--- src/rtl/core/wfim_pkg.sv ---
// ---------------------------------------------------------------------------
// wfim_pkg
// Shared types and constants of the face interpolation block.
// ---------------------------------------------------------------------------
`default_nettype none

package wfim_pkg;

  localparam int SAMPLE_WIDTH_DEF = 32;
  localparam int SMP_W            = 32;   // stored sample width
  localparam int QDEPTH           = 2;    // front-to-back queue depth
  localparam int CFG_W            = 16;

  localparam logic [1:0] CFG_SKIP  = 2'd0;
  localparam logic [1:0] CFG_FACES = 2'd1;
  localparam logic [1:0] CFG_EPS   = 2'd2;

  localparam logic [12:0] FACE_MAX    = 13'd4096;
  localparam logic [12:0] FACES_RESET = 13'd1024;

  typedef struct packed {
    logic [9:0]  skip;
    logic [12:0] faces;
    logic [15:0] eps;
  } cfg_t;

  typedef struct packed {
    logic [3:0][SMP_W-1:0] ay_win;   // [0] oldest
    logic [3:0][SMP_W-1:0] az_win;
    logic [11:0]           face_index;
    logic                  last_face;
  } job_t;

  typedef struct packed {
    logic full;
    logic empty;
  } q_stat_t;

endpackage

`default_nettype wire

--- src/rtl/core/wfim_front.sv ---
// ---------------------------------------------------------------------------
// wfim_front
// Takes samples, tracks line position and window, queues face jobs.
// ---------------------------------------------------------------------------
`default_nettype none

module wfim_front #(
  parameter int SAMPLE_WIDTH = wfim_pkg::SAMPLE_WIDTH_DEF
) (
  input  wire logic              clk_i,
  input  wire logic              rst_ni,
  input  wire wfim_pkg::cfg_t    cfg_i,
  input  wire logic              s_axis_tvalid,
  output logic                   s_axis_tready,
  input  wire logic [63:0]       s_axis_tdata,   // ay_sample, az_sample
  input  wire logic              s_axis_tuser,   // line_start
  input  wire wfim_pkg::q_stat_t q_stat_i,
  output logic                   push_o,
  output wfim_pkg::job_t         job_o
);

  localparam int SW = wfim_pkg::SMP_W;
  localparam int SB = (SAMPLE_WIDTH < SW) ? SAMPLE_WIDTH : SW;

  logic                 acc;
  logic signed [SB-1:0] ay_raw, az_raw;
  logic [SW-1:0]        ay_ext, az_ext;
  logic [15:0]          sc_q, sc_d, sc;
  logic [12:0]          fd_q, fd_d, fd, faces;
  logic [2:0][SW-1:0]   wy_q, wy_d, wy, wz_q, wz_d, wz;

  assign s_axis_tready = !q_stat_i.full;
  assign acc           = s_axis_tvalid && s_axis_tready;
  assign ay_raw        = s_axis_tdata[SB-1:0];
  assign az_raw        = s_axis_tdata[32+SB-1:32];
  assign ay_ext        = SW'(ay_raw);
  assign az_ext        = SW'(az_raw);
  assign faces         = (cfg_i.faces > wfim_pkg::FACE_MAX) ? wfim_pkg::FACE_MAX : cfg_i.faces;

  always_comb begin
    sc     = s_axis_tuser ? '0 : sc_q;
    fd     = s_axis_tuser ? '0 : fd_q;
    wy     = s_axis_tuser ? '0 : wy_q;
    wz     = s_axis_tuser ? '0 : wz_q;
    sc_d   = sc_q;
    fd_d   = fd_q;
    wy_d   = wy_q;
    wz_d   = wz_q;
    push_o = 1'b0;
    job_o.ay_win     = {ay_ext, wy[2], wy[1], wy[0]};
    job_o.az_win     = {az_ext, wz[2], wz[1], wz[0]};
    job_o.face_index = fd[11:0];
    job_o.last_face  = (fd + 13'd1) == faces;
    if (acc) begin
      sc_d = sc;
      fd_d = fd;
      wy_d = wy;
      wz_d = wz;
      if (fd < faces) begin
        if (sc != 16'hFFFF) begin
          sc_d = sc + 16'd1;
        end
        if ({1'b0, sc} >= {7'd0, cfg_i.skip}) begin
          if ({1'b0, sc} >= ({7'd0, cfg_i.skip} + 17'd3)) begin
            push_o = 1'b1;
            fd_d   = fd + 13'd1;
          end
          wy_d = {ay_ext, wy[2], wy[1]};
          wz_d = {az_ext, wz[2], wz[1]};
        end
      end
    end
  end

  always_ff @(posedge clk_i or negedge rst_ni) begin
    if (!rst_ni) begin
      sc_q <= '0;
      fd_q <= '0;
      wy_q <= '0;
      wz_q <= '0;
    end else begin
      sc_q <= sc_d;
      fd_q <= fd_d;
      wy_q <= wy_d;
      wz_q <= wz_d;
    end
  end

endmodule

`default_nettype wire

--- config.mk ---
export PLATFORM = sky130hd
export DESIGN_NAME = wfim_front
export DESIGN_NICKNAME = d
export VERILOG_FILES = /design/src/rtl/core/wfim_pkg.sv /design/src/rtl/core/wfim_front.sv
export SDC_FILE = /design/constraint.sdc
export NUM_CORES = 1
export LEC_CHECK = 0
export BUFFER_PORTS_ARGS = -buffer_cell sky130_fd_sc_hd__buf_2
export CELL_PAD_IN_SITES_DETAIL_PLACEMENT = 2
export CELL_PAD_IN_SITES_GLOBAL_PLACEMENT = 2
export CORE_MARGIN = 3
export CORE_UTILIZATION = 35
export CTS_BUF_LIST = sky130_fd_sc_hd__clkbuf_4 sky130_fd_sc_hd__clkbuf_8
export DETAILED_ROUTE_END_ITERATION = 7
export GPL_ROUTABILITY_DRIVEN = 0
export PLACE_DENSITY = 0.87
export SLEW_MARGIN = 30
export SYNTH_ARGS = -nofsm -noshare
export SYNTH_HDL_FRONTEND = slang
export SYNTH_SLANG_ARGS = --single-unit
--- constraint.sdc ---
create_clock -name clk_i -period 6.8 [get_ports clk_i]
set_clock_uncertainty 0.05 [all_clocks]
set_input_delay 1.02 -clock clk_i [delete_from_list [all_inputs] [get_ports clk_i]]
set_output_delay 1.02 -clock clk_i [all_outputs]
set_load 0.005 [all_outputs]
Word-level counts from Yosys, hierarchy flattened:

Index checks and enable logic that the tools add are counted.

* input port bits: 109
* output and inout port bits: 271
* logic and storage cells: 37
* bits in registers: 221

* magnitude comparators: 4
* add/sub/neg operators: 3
* equal/unequal tests: 2
* mux-type cells: 18
* reduce and logical (&&, ||, !) cells: 2

Operator list (count)
* $mux W96: 6
* $mux W13: 5
* $mux W16: 3
* $add A16 B1 Y16 const B: 1
* $ge A16 B10 Y1: 1
* $ge A16 B11 Y1: 1
* $ne A16 B16 Y1 const B: 1
* $add A13 B1 Y13 const B: 1
* $eq A13 B13 Y1: 1
* $gt A13 B13 Y1 const B: 1
* $lt A13 B13 Y1: 1
* $add A10 B2 Y11 const B: 1
* $mux W1: 4
* $logic_and A1 B1 Y1: 1
* $logic_not A1 Y1: 1

Logic depth before layout (Yosys ltp):

* word-level depth: 6
* gate-level depth with buffers: 14
* depth with buffers taken out: 11

Worst setup path after synthesis:

Ideal clock, no wire load.

* path type: input port to output port
* start: input port s_axis_tuser
* end: output port push_o
* data arrival time: 3651 ps
* slack: 2079 ps
* data required time: 5730 ps
* stages on the path: 12
* path buffers: 5
* cell sequence: clkbuf_1 -> buf_2 -> clkbuf_1 -> clkbuf_1 -> nor2b_1 -> ha_1 -> nand2_1 -> or3_1 -> a21oi_1 -> o211ai_2 -> buf_2 -> nor3_1

* cells in the longest elaborated chain, start to end: 6
* elaborated cells between the ends (all ways): 9

Ends and longest elaborated chain
* start, declared: RTL line wfim_front.sv:16 `input wire logic s_axis_tuser,`
* $mux W16: RTL line wfim_front.sv:41 `sc = s_axis_tuser ? '0 : sc_q;`
* $ge A16 B11 Y1: RTL line wfim_front.sv:64 `if ({1'b0, sc} >= ({7'd0, cfg_i.skip} + 17'd3)) begin`
* $mux W1: RTL line wfim_front.sv:64
* $mux W1: RTL line wfim_front.sv:63 `if ({1'b0, sc} >= {7'd0, cfg_i.skip}) begin`
* $mux W1 (*): RTL line wfim_front.sv:59 `if (fd < faces) begin`
* $mux W1 (*): RTL line wfim_front.sv:54 `if (acc) begin`
* end, declared: RTL line wfim_front.sv:18 `output logic push_o,`

Every way passes the cells marked *; elsewhere a longest branch is shown, timed or not.

Worst setup path in the final report:

Ends and elaborated chain as after synthesis.

==> results.sh <==
export IMPL_slew_violations=0
export IMPL_crit_arrival_ns=4.10
export IMPL_synth_edff_count=0
export IMPL_cts_resized_gates=0
export IMPL_cp_start_kind="input pin"
export IMPL_area_growth_pct=21.6
export IMPL_power_density_nw_per_um2=202
export IMPL_post_cts_repair_setup_buffers=0
export IMPL_async_reset_ff_share_pct=100
export IMPL_die_w_um=189
export IMPL_critPathKind="in2out"
export IMPL_placed_area_um2=13300
export IMPL_yosys_most_used_dff="dfrtp_1"
export IMPL_seq_area_frac_synth_pct=47.4
export IMPL_die_height_um=189
export IMPL_placeableCoreArea_um2=32700
export IMPL_grt_pass1_vias=11000
export IMPL_syn_area_um2=11700
export IMPL_start_util_pct=35.7
export IMPL_synth_avg_cell_area_um2=10.7
export IMPL_cpPeakStageDelay_ns=0.68
export IMPL_drt_pass1_iterations=4
export IMPL_vias=9732
export IMPL_clock_latency_ns=0.51
export IMPL_ys_ff_latch=221
export IMPL_cts_tree="built"
export IMPL_tightest_slew_ns=0.931
export IMPL_wl_um=41300
export IMPL_cts_buffers=39
export IMPL_layout_common_cells="buf_2 (360), dfrtp_1 (221), nor2b_1 (218)"
export IMPL_tns_ns=0
export IMPL_grt_overflow=0
export IMPL_fmax_mhz=193
export IMPL_slowest_stage="a2111oi_0"
export IMPL_dieArea_um2=35600
export IMPL_yosysWarnings=0
export IMPL_r2r_setup_slack_ns=3.16
export IMPL_max_slew_margin_pct=37.9
export IMPL_path_max_fanout=78
export IMPL_drc_errors=0
export IMPL_final_net_count=1518
export IMPL_htreeDepth=2
export IMPL_grt_usage_pct=22.8
export IMPL_period_share_pct=76.0
export IMPL_critPathRequiredTime_ns=5.73
export IMPL_antenna_found_initial=0
export IMPL_grt_pass1_wl_um=64900
export IMPL_grt_max_degree=129
export IMPL_ant_nets=0
export IMPL_finalHoldViolCount=0
export IMPL_dpl_hpwl_um=29200
export IMPL_cp_end_kind="primary output"
export IMPL_ys_types=56
export IMPL_final_common_cell="buf_2"
export IMPL_outcome="complete, no violations"
export IMPL_min_period_ns=5.17
export IMPL_wl_per_cell_um=22.4
export IMPL_num_io_pins=380
export IMPL_hp_class="in2async"
export IMPL_stdcell_area_um2=14200
export IMPL_crit_buf_inv=2
export IMPL_io_buffers=362
export IMPL_cts_root_buf="clkbuf_8"
export IMPL_maxCapViolations=0
export IMPL_leakage_uw=0.00739
export IMPL_rsz0062_at_grt="no"
export IMPL_clock_sinks=221
export IMPL_synth_cells=1096
export IMPL_drive_above_1_share_pct=32.5
export IMPL_num_rows=66
export IMPL_peakVddDrop_uv=136
export IMPL_viasPerCell=5.29
export IMPL_worstReg2RegStart="fd_q[10]"
export IMPL_antenna_cells=0
export IMPL_cpLargestDelayFamily="compound AO/OA/AOI/OAI gates"
export IMPL_path_clk_slew_ns=0.06
export IMPL_critical_path_cell_chain="buf_6, nor2b_1, ha_1, a211oi_1, o21ai_1, a2111oi_0, o311a_1, nor3_1, buf_2"
export IMPL_setup_viol=0
export IMPL_drt_iter0_markers=540
export IMPL_syn_num_nets=1243
export IMPL_hold_buffers=0
export IMPL_r2r_end="wy_q[74]"
export IMPL_clockBufferDepth=3
export IMPL_r2r_cells=10
## per-stage QoR
stage	power, uW	hold WS (ns)	utilization (%)	setup slack, ns	std cells
after floorplan	1500	0.415	-	2.08	1096
after global placement	1590	0.430	40.8	1.73	1771
after detailed placement	1600	0.433	40.8	1.64	1771
after CTS	2920	0.452	43.3	1.63	1839
after global routing	3010	0.319	43.4	1.37	1840
final	2870	0.333	43.4	1.63	1840
## cells in the mapped netlist (3+ instances only)
| cell | number | area [um^2] |
|---|---|---|
| nand2b_1 | 8 | 50.1 |
| a22o_1 | 192 | 1680 |
| or3_1 | 3 | 18.8 |
| inv_1 | 17 | 63.8 |
| buf_2 | 7 | 35.0 |
| nor3_1 | 18 | 90.1 |
| o21ai_0 | 6 | 30.0 |
| and3_1 | 5 | 31.3 |
| a211oi_1 | 4 | 30.0 |
| clkbuf_1 | 49 | 184 |
| nor4_1 | 6 | 37.5 |
| xor2_1 | 7 | 61.3 |
| o211ai_1 | 6 | 45.0 |
| nand4_1 | 18 | 113 |
| dfrtp_1 | 221 | 5530 |
| nor2_1 | 26 | 97.6 |
| o21ai_1 | 3 | 15.0 |
| xnor2_1 | 31 | 272 |
| nand3_1 | 15 | 75.1 |
| nand2_1 | 47 | 176 |
| nor2b_1 | 218 | 1360 |
| o31ai_1 | 6 | 45.0 |
| o311ai_1 | 4 | 35.0 |
| buf_4 | 81 | 608 |
| and4_1 | 5 | 43.8 |
| a21oi_1 | 9 | 45.0 |
| or4_1 | 3 | 22.5 |
| ha_1 | 38 | 475 |
| a221o_1 | 5 | 50.1 |
## registers in the layout, summed over array words and instances, names as in the netlist
name  cells
wy_q     96
fd_q     13
wz_q     96
sc_q     16
## metal layers
metal	up-vias	GRT usage, %	routed length, um
li1	4397	-	-
met1	4971	28.0	16800
met2	292	40.4	21000
met3	72	4.22	2120
met4	0	7.59	1300
met5	-	0	0
## cells by family (layout without fill, tap and decap cells)
kind of cell | count (synthesis) | after routing | share of synthesized area (%)
mux | 3 | 3 | 0.268
simple gates | 384 | 384 | 18.9
buf+inv | 160 | 462 | 7.95
xor+xnor | 38 | 38 | 2.85
flops | 221 | 221 | 47.4
compound gates | 252 | 252 | 18.6
fa+ha+maj | 38 | 38 | 4.07
## power by group
| group | internal, uW | switching (uW) |
|---|---|---|
| registers | 1330 | 12.3 |
| clock network | 744 | 544 |
| logic | 82.2 | 156 |
## how the worst max path moves through the flow
stage                       from     end  slack [ns]  cells after the start
floorplan           s_axis_tuser  push_o        2.08                     12
global placement    s_axis_tuser  push_o        1.73                      9
detailed placement  s_axis_tuser  push_o        1.64                      9
CTS                 s_axis_tuser  push_o        1.63                      9
global route        s_axis_tuser  push_o        1.37                      9
finish              s_axis_tuser  push_o        1.63                      9
## final cells by class
cell class	count	area, um^2
clock buffer	65	807
sequential	221	5530
inverter	19	71.3
fill	3535	18500
clock inverter	3	15.0
multi-input combinational	715	5230
timing repair buffer	375	1990
tap	442	553
Note: power is estimated with default switching activity, not from simulation.
