$ cat src/rtl/core/wfim_pkg.sv
// ---------------------------------------------------------------------------
// wfim_pkg
// Shared types and constants of the face interpolation block.
// ---------------------------------------------------------------------------
`default_nettype none

package wfim_pkg;

  localparam int SAMPLE_WIDTH_DEF = 32;
  localparam int SMP_W            = 32;   // stored sample width
  localparam int QDEPTH           = 2;    // front-to-back queue depth
  localparam int CFG_W            = 16;

  localparam logic [1:0] CFG_SKIP  = 2'd0;
  localparam logic [1:0] CFG_FACES = 2'd1;
  localparam logic [1:0] CFG_EPS   = 2'd2;

  localparam logic [12:0] FACE_MAX    = 13'd4096;
  localparam logic [12:0] FACES_RESET = 13'd1024;

  typedef struct packed {
    logic [9:0]  skip;
    logic [12:0] faces;
    logic [15:0] eps;
  } cfg_t;

  typedef struct packed {
    logic [3:0][SMP_W-1:0] ay_win;   // [0] oldest
    logic [3:0][SMP_W-1:0] az_win;
    logic [11:0]           face_index;
    logic                  last_face;
  } job_t;

  typedef struct packed {
    logic full;
    logic empty;
  } q_stat_t;

endpackage

`default_nettype wire

$ cat src/rtl/core/wfim_fifo.sv
// ---------------------------------------------------------------------------
// wfim_fifo
// Short job queue between the front and the back.
// ---------------------------------------------------------------------------
`default_nettype none

module wfim_fifo #(
  parameter int DEPTH = wfim_pkg::QDEPTH
) (
  input  wire logic           clk_i,
  input  wire logic           rst_ni,
  input  wire logic           push_i,
  input  wire wfim_pkg::job_t job_i,
  input  wire logic           pop_i,
  output wfim_pkg::job_t      job_o,
  output wfim_pkg::q_stat_t   stat_o
);

  localparam int AW = (DEPTH > 1) ? $clog2(DEPTH) : 1;
  localparam int CW = $clog2(DEPTH + 1);

  wfim_pkg::job_t mem_q [DEPTH];
  logic [AW-1:0]  wp_q, rp_q;
  logic [CW-1:0]  cnt_q;

  assign job_o        = mem_q[rp_q];
  assign stat_o.full  = cnt_q == CW'(DEPTH);
  assign stat_o.empty = cnt_q == '0;

  always_ff @(posedge clk_i) begin
    if (push_i) begin
      mem_q[wp_q] <= job_i;
    end
  end

  always_ff @(posedge clk_i or negedge rst_ni) begin
    if (!rst_ni) begin
      wp_q  <= '0;
      rp_q  <= '0;
      cnt_q <= '0;
    end else begin
      if (push_i) begin
        wp_q <= (wp_q == AW'(DEPTH - 1)) ? '0 : wp_q + AW'(1);
      end
      if (pop_i) begin
        rp_q <= (rp_q == AW'(DEPTH - 1)) ? '0 : rp_q + AW'(1);
      end
      if (push_i && !pop_i) begin
        cnt_q <= cnt_q + CW'(1);
      end else if (pop_i && !push_i) begin
        cnt_q <= cnt_q - CW'(1);
      end
    end
  end

endmodule

`default_nettype wire

$ cat config.mk
export PLATFORM = sky130hd
export DESIGN_NAME = wfim_fifo
export DESIGN_NICKNAME = d
export VERILOG_FILES = /design/src/rtl/core/wfim_pkg.sv /design/src/rtl/core/wfim_fifo.sv
export SDC_FILE = /design/constraint.sdc
export NUM_CORES = 1
export LEC_CHECK = 0
export BUFFER_PORTS_ARGS = -buffer_cell sky130_fd_sc_hd__clkbuf_2
export CORE_MARGIN = 4
export CORE_UTILIZATION = 44
export DETAILED_ROUTE_END_ITERATION = 8
export PLACE_DENSITY = 0.71
export SLEW_MARGIN = 20
export SYNTH_ARGS = -nofsm -noshare
export SYNTH_HDL_FRONTEND = slang
export SYNTH_SLANG_ARGS = --single-unit
$ cat constraint.sdc
create_clock -name clk_i -period 12.2 [get_ports clk_i]
set_input_delay 2.44 -clock clk_i [delete_from_list [all_inputs] [get_ports clk_i]]
set_output_delay 2.44 -clock clk_i [all_outputs]
set_load 0.02 [all_outputs]
# Yosys cells after proc, flatten, opt, wreduce, memory -nomap -nowiden

Memories as Yosys holds them, arrays and structs flattened.
Index checks and enable logic that the tools add are counted.

Latch bits: 0
Register bits after elaboration: 4
Bits of input ports: 273
Memories: 1
ROM bits: 0
Memory bits (writable): 538
Word-level logic and storage cells: 21

Memory list:

| name  | depth | bits a word | rd ports | clocked after Yosys merged registers in | write ports | RTL line        | source |
|---|---|---|---|---|---|---|---|
| mem_q | 2     | 269         | 1        | 0                                       | 1           | wfim_fifo.sv:22 | `wfim_pkg::job_t mem_q [DEPTH];` |

Shift-type cells: 0
Magnitude comparators: 0
Eq/ne operators: 1
Bitwise logic cells: 0
Reduce and logical (&&, ||, !) cells: 6
Add/sub/neg operators: 4
Mux-type cells: 6
Div/mod/pow operators: 0
Multiply operators: 0

Operator list:

| kind                                                                | number |
|---|---|
| 1-bit two-way mux                                                   | 4 |
| 2-bit two-way mux                                                   | 2 |
| 1-bit adder (second input constant)                                 | 2 |
| 2-bit by 1-bit adder with 2-bit output (second input constant)      | 1 |
| 2-bit == test (second input constant)                               | 1 |
| 1-bit logical AND                                                   | 2 |
| 1-bit zero test                                                     | 2 |
| 2-bit zero test                                                     | 1 |
| 2-bit nonzero test                                                  | 1 |
| 2-bit by 1-bit subtractor with 2-bit output (second input constant) | 1 |

# Longest topological paths before layout

Gate-level depths: netlist of run 1.

Word-level depth: 4
Mapped depth: 5
Gate-level depth less buffers: 5

# Worst setup path before layout of run 1

No wires, ideal clock.

Path kind: input port to flip-flop
Start: input port push_i
End: memory mem_q[0][0] (netlist name) (enable)
Cell stages on the path: 1
Library setup time: 0.936 ns
Slack: -2.747 ns
Data required time: 11.264 ns
Data arrival time: 14.011 ns
Buffers on the path: 0
Cell sequence: nor2b_1

Longest elaborated chain between the ends: 2

RTL lines:

| element                                 | RTL line        | source |
|---|---|---|
| from (decl)                             | wfim_fifo.sv:12 | `input wire logic push_i,` |
| 1-bit two-way mux                       | wfim_fifo.sv:31 | `if (push_i) begin` |
| 1-bit two-way mux (not written as such) | wfim_fifo.sv:32 | `mem_q[wp_q] <= job_i;` |
| to (decl)                               | wfim_fifo.sv:22 |  |

No other way between the ends.

==> impl_metrics.py, run 1 <==
metrics = {
    "floorplan": {
        "num_rows": 78,
        "die_x_um": 223,
        "core_um2": 45600,
        "start_util_pct": 44.8,
        "die_area_um2": 49900,
        "num_io_pins": 544,
        "fp.dieH_um": 223,
    },
    "sta": {
        "finalCritPeriodShare_pct": 50.5,
        "max_freq_mhz": 162,
        "period_needed_ns": 6.16,
        "finalSetupTns_ns": 0,
        "timing.final.ws_setup_ns": 6.04,
        "slew_viol_final": 0,
        "skew_ns": 0.0123,
        "setup_viol": 0,
        "hold_violations": 0,
        "rsz0062_at_grt": "no",
        "slew_headroom_pct": 27.5,
        "tightestPinTransition_ns": 1.09,
    },
    "setup_path": {
        "crit_fanout": 69,
        "r2r-start": "wp_q$_DFFE_PN0P_",
        "arrival_ns": 3.72,
        "critPathLaunch": "rp_q$_DFFE_PN0P_",
        "worstPathRequired_ns": 9.76,
        "critPathLaunchType": "register",
        "crit_path_end_kind": "output port",
        "r2r_cells": 3,
        "worstSetupPathType": "reg -> out",
        "cp-endpoint": "job_o[38]",
        "rrSetupSlack_ns": 8.79,
        "r2r_end": "mem_q[1][135]$_DFFE_PP_",
    },
    "logic_synthesis": {
        "yosys.area.top_type": "edfxtp_1",
        "synthCells": 853,
        "yosys.area.top_type_share_pct": 79.1,
        "syn_nets": 1127,
        "syn-cell-area_um2": 20400,
        "yosys-top-cells-area": "edfxtp_1 (79%), mux2_4 (15%), mux2_2 (3.8%), buf_6 (1.3%), dfrtp_1 (0.49%)",
        "avgSynthCellArea_um2": 23.9,
        "ys_types": 13,
        "ys_seq_area_share_pct": 79.6,
        "ys_ff_latch": 542,
        "yosys_warnings": 0,
    },
    "route": {
        "ant_nets": 0,
        "wirelength_mm": 45.2,
        "top_layer": "met5",
        "met2_length_mm": 22.9,
        "vias": 10100,
        "drc_errors": 0,
        "routedWlPerCell_um": 21.8,
        "viasPerCell": 4.90,
        "drtIter0Drc": 687,
        "wl_met3_mm": 4.36,
        "wl_met1_mm": 16.2,
        "dr.pass1.iters": 5,
    },
    "placed_design": {
        "port_buffers": 543,
        "gp_congestion": 0.833,
        "dpl_cell_area_um2": 23700,
        "hpwl_mm": 32.7,
        "dp_slack_ns": 6.61,
        "dp_cells": 1976,
    },
    "run": {
        "drv_cap": 0,
    },
    "final_layout": {
        "n_antenna_cell": 0,
        "nNetsFinal": 1705,
        "areaGrowthSynthToFinish_pct": 23.8,
        "fin_area_um2": 25300,
        "fill_cells": 3468,
        "layout-drive-gt1-share_pct": 60.8,
        "final_cells": 2068,
    },
    "clock_tree": {
        "cts_root_buf": "clkbuf_16",
        "cts-resized-gates": 0,
        "clock_latency_ns": 0.57,
        "clk_path_buf_depth": 3,
        "cts.sinks": 542,
        "h-tree-depth": 2,
        "clkTransAtPathRegs_ns": 0.06,
        "post_cts_buffers": 0,
        "cts_tree": "built",
        "cts_made_buffers": 53,
        "ctsHoldBuffers": 0,
    },
    "global_route": {
        "grt_pass1_vias": 11000,
        "grt_overflow": 0,
        "grt_max_degree": 120,
        "grt_usage_pct": 17.4,
        "grt_pass1_wl_mm": 65.8,
        "grt_antenna_before_repair": 3,
    },
    "pwr": {
        "irDropWorstVdd_v": 0.000266,
        "power.total_mw": 6.23,
        "powerDensity_nw_per_um2": 247,
        "p_leak_nw": 10.1,
    },
    "outcome": {
        "outcome": "finished, final reports clean",
    },
    "worst_hold_path": {
        "hold_path_class": "reg -> reg",
    },
}
## through the flow
stage | utilization [%] | hold slack, ns
2_1_floorplan | - | 0.456
3_3_place_gp | 52.0 | 0.473
3_5_place_dp | 52.0 | 0.486
4_1_cts | 55.5 | 0.495
5_1_grt | 55.5 | 0.515
6_report | 55.5 | 0.491
## cells by family after synthesis
group	synth area share, %
DFF	79.6
muxes	18.5
buffers and inverters	1.46
xor gates and xnor gates	0.214
and+or+nand+nor	0.129
adders and majority gates	0.0613
## synthesized netlist by cell type
cell type and count:
nor2_1 2, dfrtp_1 4, buf_2 7, xor2_1 4
buf_6 23, ha_1 1, and2_1 1, inv_1 1
xnor2_1 1, edfxtp_1 538, mux2_4 200, mux2_2 69
nor2b_1 2
## sequential cells by signal, indices dropped and copies added, names as in the netlist
| name | count |
|---|---|
| mem_q | 538 |
| cnt_q | 2 |
| rp_q | 1 |
| wp_q | 1 |
## worst max-delay path: stages, from the launching register on
cell,delay (ns)
dfrtp_4,1.15
buf_4,0.51
buf_4,0.86
mux2_2,0.42
clkbuf_2,0.16
## power breakdown
group / total (mW) / internal, mW / leakage (nW) / switching (mW)
registers: 2.62 / 2.48 / 5.10 / 0.145
logic: 2.11 / 0.892 / 4.28 / 1.22
clock network: 1.50 / 0.858 / 0.771 / 0.646
## layer usage
metal  vias up  track usage, %
li1       4566               -
met1      5033            19.2
met2       430            30.4
met3        91            6.62
met4         6            6.98
met5         -               0
## cells in the final DEF (no fill, tap or decap), drive strengths merged
| master | instances |
|---|---|
| buf | 10 |
| bufinv | 3 |
| xor2 | 4 |
| inv | 5 |
| clkinv | 19 |
| and2 | 1 |
| nor2b | 2 |
| edfxtp | 538 |
| nor2 | 2 |
| clkinvlp | 2 |
| xnor2 | 1 |
| dfrtp | 4 |
| mux2 | 269 |
| clkbuf | 607 |
| ha | 1 |
## worst min path at each step
stage	from	endpoint	slack, ns	cells after the start
global route	cnt_q[1]$_DFFE_PN0P_	cnt_q[1]$_DFFE_PN0P_	0.51	1
global placement	cnt_q[1]$_DFFE_PN0P_	cnt_q[1]$_DFFE_PN0P_	0.47	1
finish	cnt_q[1]$_DFFE_PN0P_	cnt_q[1]$_DFFE_PN0P_	0.49	1
detailed placement	cnt_q[1]$_DFFE_PN0P_	cnt_q[1]$_DFFE_PN0P_	0.49	1
floorplan	cnt_q[1]$_DFFE_PN0P_	cnt_q[1]$_DFFE_PN0P_	0.46	1
CTS	cnt_q[1]$_DFFE_PN0P_	cnt_q[1]$_DFFE_PN0P_	0.49	1
## cell type report
type / count / area [um2] / share of cell area [%]
flip-flops and latches: 542 / 16300 / 64.3
multi-input cells: 280 / 3870 / 15.3
repair buffers: 553 / 2810 / 11.1
clock buffers: 64 / 1370 / 5.41
well taps: 600 / 751 / 2.97
clock inverters: 28 / 219 / 0.866
inverters: 1 / 3.75 / 0.0148
(Power assumes the default switching activity.)
==> run 2, diff against run 1 <==
--- a/config.mk
+++ b/config.mk
@@ -5,11 +5,12 @@
 export SDC_FILE = /design/constraint.sdc
 export NUM_CORES = 1
 export LEC_CHECK = 0
+export ABC_AREA = 1
 export BUFFER_PORTS_ARGS = -buffer_cell sky130_fd_sc_hd__clkbuf_2
 export CORE_MARGIN = 4
 export CORE_UTILIZATION = 44
 export DETAILED_ROUTE_END_ITERATION = 8
-export PLACE_DENSITY = 0.71
+export PLACE_DENSITY = 0.69
 export SLEW_MARGIN = 20
 export SYNTH_ARGS = -nofsm -noshare
 export SYNTH_HDL_FRONTEND = slang
==> constraint.sdc (replaced) <==
create_clock -name clk_i -period 6.15 [get_ports clk_i]
set_input_delay 1.23 -clock clk_i [delete_from_list [all_inputs] [get_ports clk_i]]
set_output_delay 1.23 -clock clk_i [all_outputs]
set_load 0.02 [all_outputs]
==> run 2 against run 1 <==
- non-clock buffer count is 2 higher
- sequential cell count unchanged
- first-iteration DRC count decreased by 15%
- sequential power is 97% higher
- critical path depth decreased by 1
- combinational power grew 100%
- global-route usage shrank 0.23 points
- sequential share of layout area shrank 0.72 points
- largest cell class unchanged
==> impl_metrics.py, run 2 <==
metrics = {
    "route": {
        "dr.pass1.iters": 5,
        "drtIter0Drc": 583,
        "vias": 10300,
        "ant_nets": 0,
        "routedWlPerCell_um": 21.3,
        "wirelength_mm": 44.8,
        "drc_errors": 0,
        "viasPerCell": 4.89,
    },
    "clock_tree": {
        "cts_root_buf": "clkbuf_16",
        "cts_made_buffers": 56,
        "ctsHoldBuffers": 0,
        "post_cts_buffers": 0,
        "h-tree-depth": 2,
        "clock_latency_ns": 0.58,
        "clk_path_buf_depth": 3,
        "cts_tree": "built",
        "clkTransAtPathRegs_ns": 0.06,
        "cts.sinks": 542,
        "cts-resized-gates": 0,
    },
    "sta": {
        "timing.hold.ws_ns": 0.456,
        "slew_headroom_pct": 37.5,
        "max_freq_mhz": 250,
        "tightestPinTransition_ns": 0.938,
        "slew_viol_final": 0,
        "period_needed_ns": 4.00,
        "finalSetupTns_ns": 0,
        "setup_viol": 0,
        "hold_violations": 0,
        "finalCritPeriodShare_pct": 65.0,
        "rsz0062_at_grt": "no",
        "skew_ns": 0.0198,
    },
    "final_layout": {
        "top_regs": "mem_q x538, cnt_q x2",
        "fin_util_pct": 56.0,
        "layout-drive-gt1-share_pct": 60.6,
        "regMostFlops": "mem_q",
        "fill_cells": 3555,
        "regArea_um2": 16300,
        "layout_common_cells": "clkbuf_2 (543), edfxtp_1 (538), mux2_4 (200)",
        "multi_input_area_um2": 3870,
        "areaGrowthSynthToFinish_pct": 25.1,
        "final_cells": 2098,
        "nNetsFinal": 1719,
        "largest_register_ff_count": 538,
        "final_common_cell": "clkbuf_2",
    },
    "run": {
        "drv_cap": 0,
    },
    "setup_path": {
        "r2r_end": "mem_q[1][260]$_DFFE_PP_",
        "rrSetupSlack_ns": 3.84,
        "arrival_ns": 2.77,
        "critPathLaunchType": "register",
        "r2r-start": "wp_q$_DFFE_PN0P_",
        "crit_fanout": 52,
        "crit_path_end_kind": "output port",
        "worstPathRequired_ns": 4.92,
        "critPathLaunch": "rp_q$_DFFE_PN0P_",
        "r2r_cells": 4,
        "worstSetupPathType": "reg -> out",
    },
    "logic_synthesis": {
        "ys_types": 14,
        "yosys_warnings": 0,
        "synth_edf_count": 538,
        "synthCells": 862,
        "ys_seq_area_share_pct": 79.5,
        "async_flop_share_pct": 0.738,
        "yosys.area.top_type_share_pct": 79.1,
        "synth_ff_type": "edfxtp_1",
        "ys_ff_latch": 542,
        "syn_nets": 1136,
        "synth_commonest_cells": "edfxtp_1 (538), mux2_4 (200), mux2_2 (69)",
        "avgSynthCellArea_um2": 23.7,
        "yosysMostFrequentCell": "edfxtp_1",
        "yosys.area.top_type": "edfxtp_1",
        "syn-cell-area_um2": 20400,
        "yosys-top-cells-area": "edfxtp_1 (79%), mux2_4 (15%), mux2_2 (3.8%), buf_6 (1.3%), dfrtp_1 (0.49%)",
    },
    "floorplan": {
        "num_io_pins": 544,
        "start_util_pct": 44.7,
        "num_rows": 78,
        "die_x_um": 224,
        "core_um2": 45700,
        "fp.dieH_um": 224,
        "die_area_um2": 50000,
    },
    "pwr": {
        "irDropWorstVdd_v": 0.000323,
        "powerDensity_nw_per_um2": 492,
        "power.total_mw": 12.6,
        "p_leak_nw": 10.3,
    },
    "global_route": {
        "grt_max_degree": 134,
        "grt_pass1_vias": 10800,
        "grt_usage_pct": 17.2,
        "grt_pass1_wl_mm": 65.3,
        "grt_antenna_before_repair": 11,
        "grt_overflow": 0,
    },
    "placed_design": {
        "gp_congestion": 0.830,
        "hpwl_mm": 31.5,
        "port_buffers": 543,
        "dp_cells": 1987,
    },
    "outcome": {
        "outcome": "finished, final reports clean",
    },
    "worst_hold_path": {
        "hold_path_class": "in -> async",
    },
}
## run 2: changes by cell type in the layout (fill, tap and decap cells not counted), sizes merged, moves of 2 or more
cell / delta
buf: +2
clkbuf: +8
clkinv: +4
diode: +7
inv: +5
nand2: +5
nor2b: -2
xor2: -2
## run 2: cell type report
class	count	area share (%)
flip-flops and latches	542	63.6
multi-input cells	283	15.1
repair buffers	555	11.3
clock buffers	72	5.80
well taps	600	2.94
clock inverters	32	1.04
inverters	7	0.117
diodes	7	0.0685
## run 2: per-stage QoR
stage          instance area [um2]  setup WS, ns
3_5_place_dp                 23800          2.71
4_1_cts                      25600          2.06
3_3_place_gp                 23800          2.77
2_1_floorplan                20400         0.429
5_1_grt                      25600          2.00
6_report                     25600          2.15
## run 2: critical path, stage by stage (launching register included)
cell	delay (ns)
dfrtp_4	0.99
buf_4	0.62
mux2_4	0.36
clkbuf_2	0.16
## run 2: where the power goes
group	internal (mW)	switching [mW]	leakage, nW
clock	1.87	1.32	0.855
combinational	1.78	2.46	4.33
sequential	4.91	0.252	5.10
## run 2: worst max path at each step
| stage | to | slack (ns) | cells after the start |
|---|---|---|---|
| finish | job_o[110] | 2.15 | 3 |
| global route | job_o[110] | 2.00 | 3 |
| CTS | job_o[110] | 2.06 | 3 |
| detailed placement | job_o[110] | 2.71 | 3 |
| global placement | job_o[132] | 2.77 | 3 |
| floorplan | mem_q[1][0]$_DFFE_PP_ | 0.43 | 2 |
## run 2: per-layer routing
layer | share of wire [%] | global-route usage (%) | routed length [um] | vias up
met5 | 0.11 | 0 | 50 | -
met3 | 9.9 | 6.72 | 4420 | 90
met4 | 3.0 | 6.50 | 1350 | 8
met1 | 36 | 19.5 | 16200 | 5120
li1 | - | - | - | 4630
met2 | 51 | 29.4 | 22700 | 415
## run 2: logic make-up (layout without fill, tap and decap cells)
group / Yosys count / in the layout / synth area share (%)
AND/OR/NAND/NOR: 10 / 10 / 0.202
multiplexers: 269 / 269 / 18.5
XOR/XNOR: 3 / 3 / 0.129
other: 0 / 7 / 0
adder cells (fa/ha/maj): 1 / 1 / 0.0612
buffers and inverters: 37 / 666 / 1.57
flip-flops: 542 / 542 / 79.5
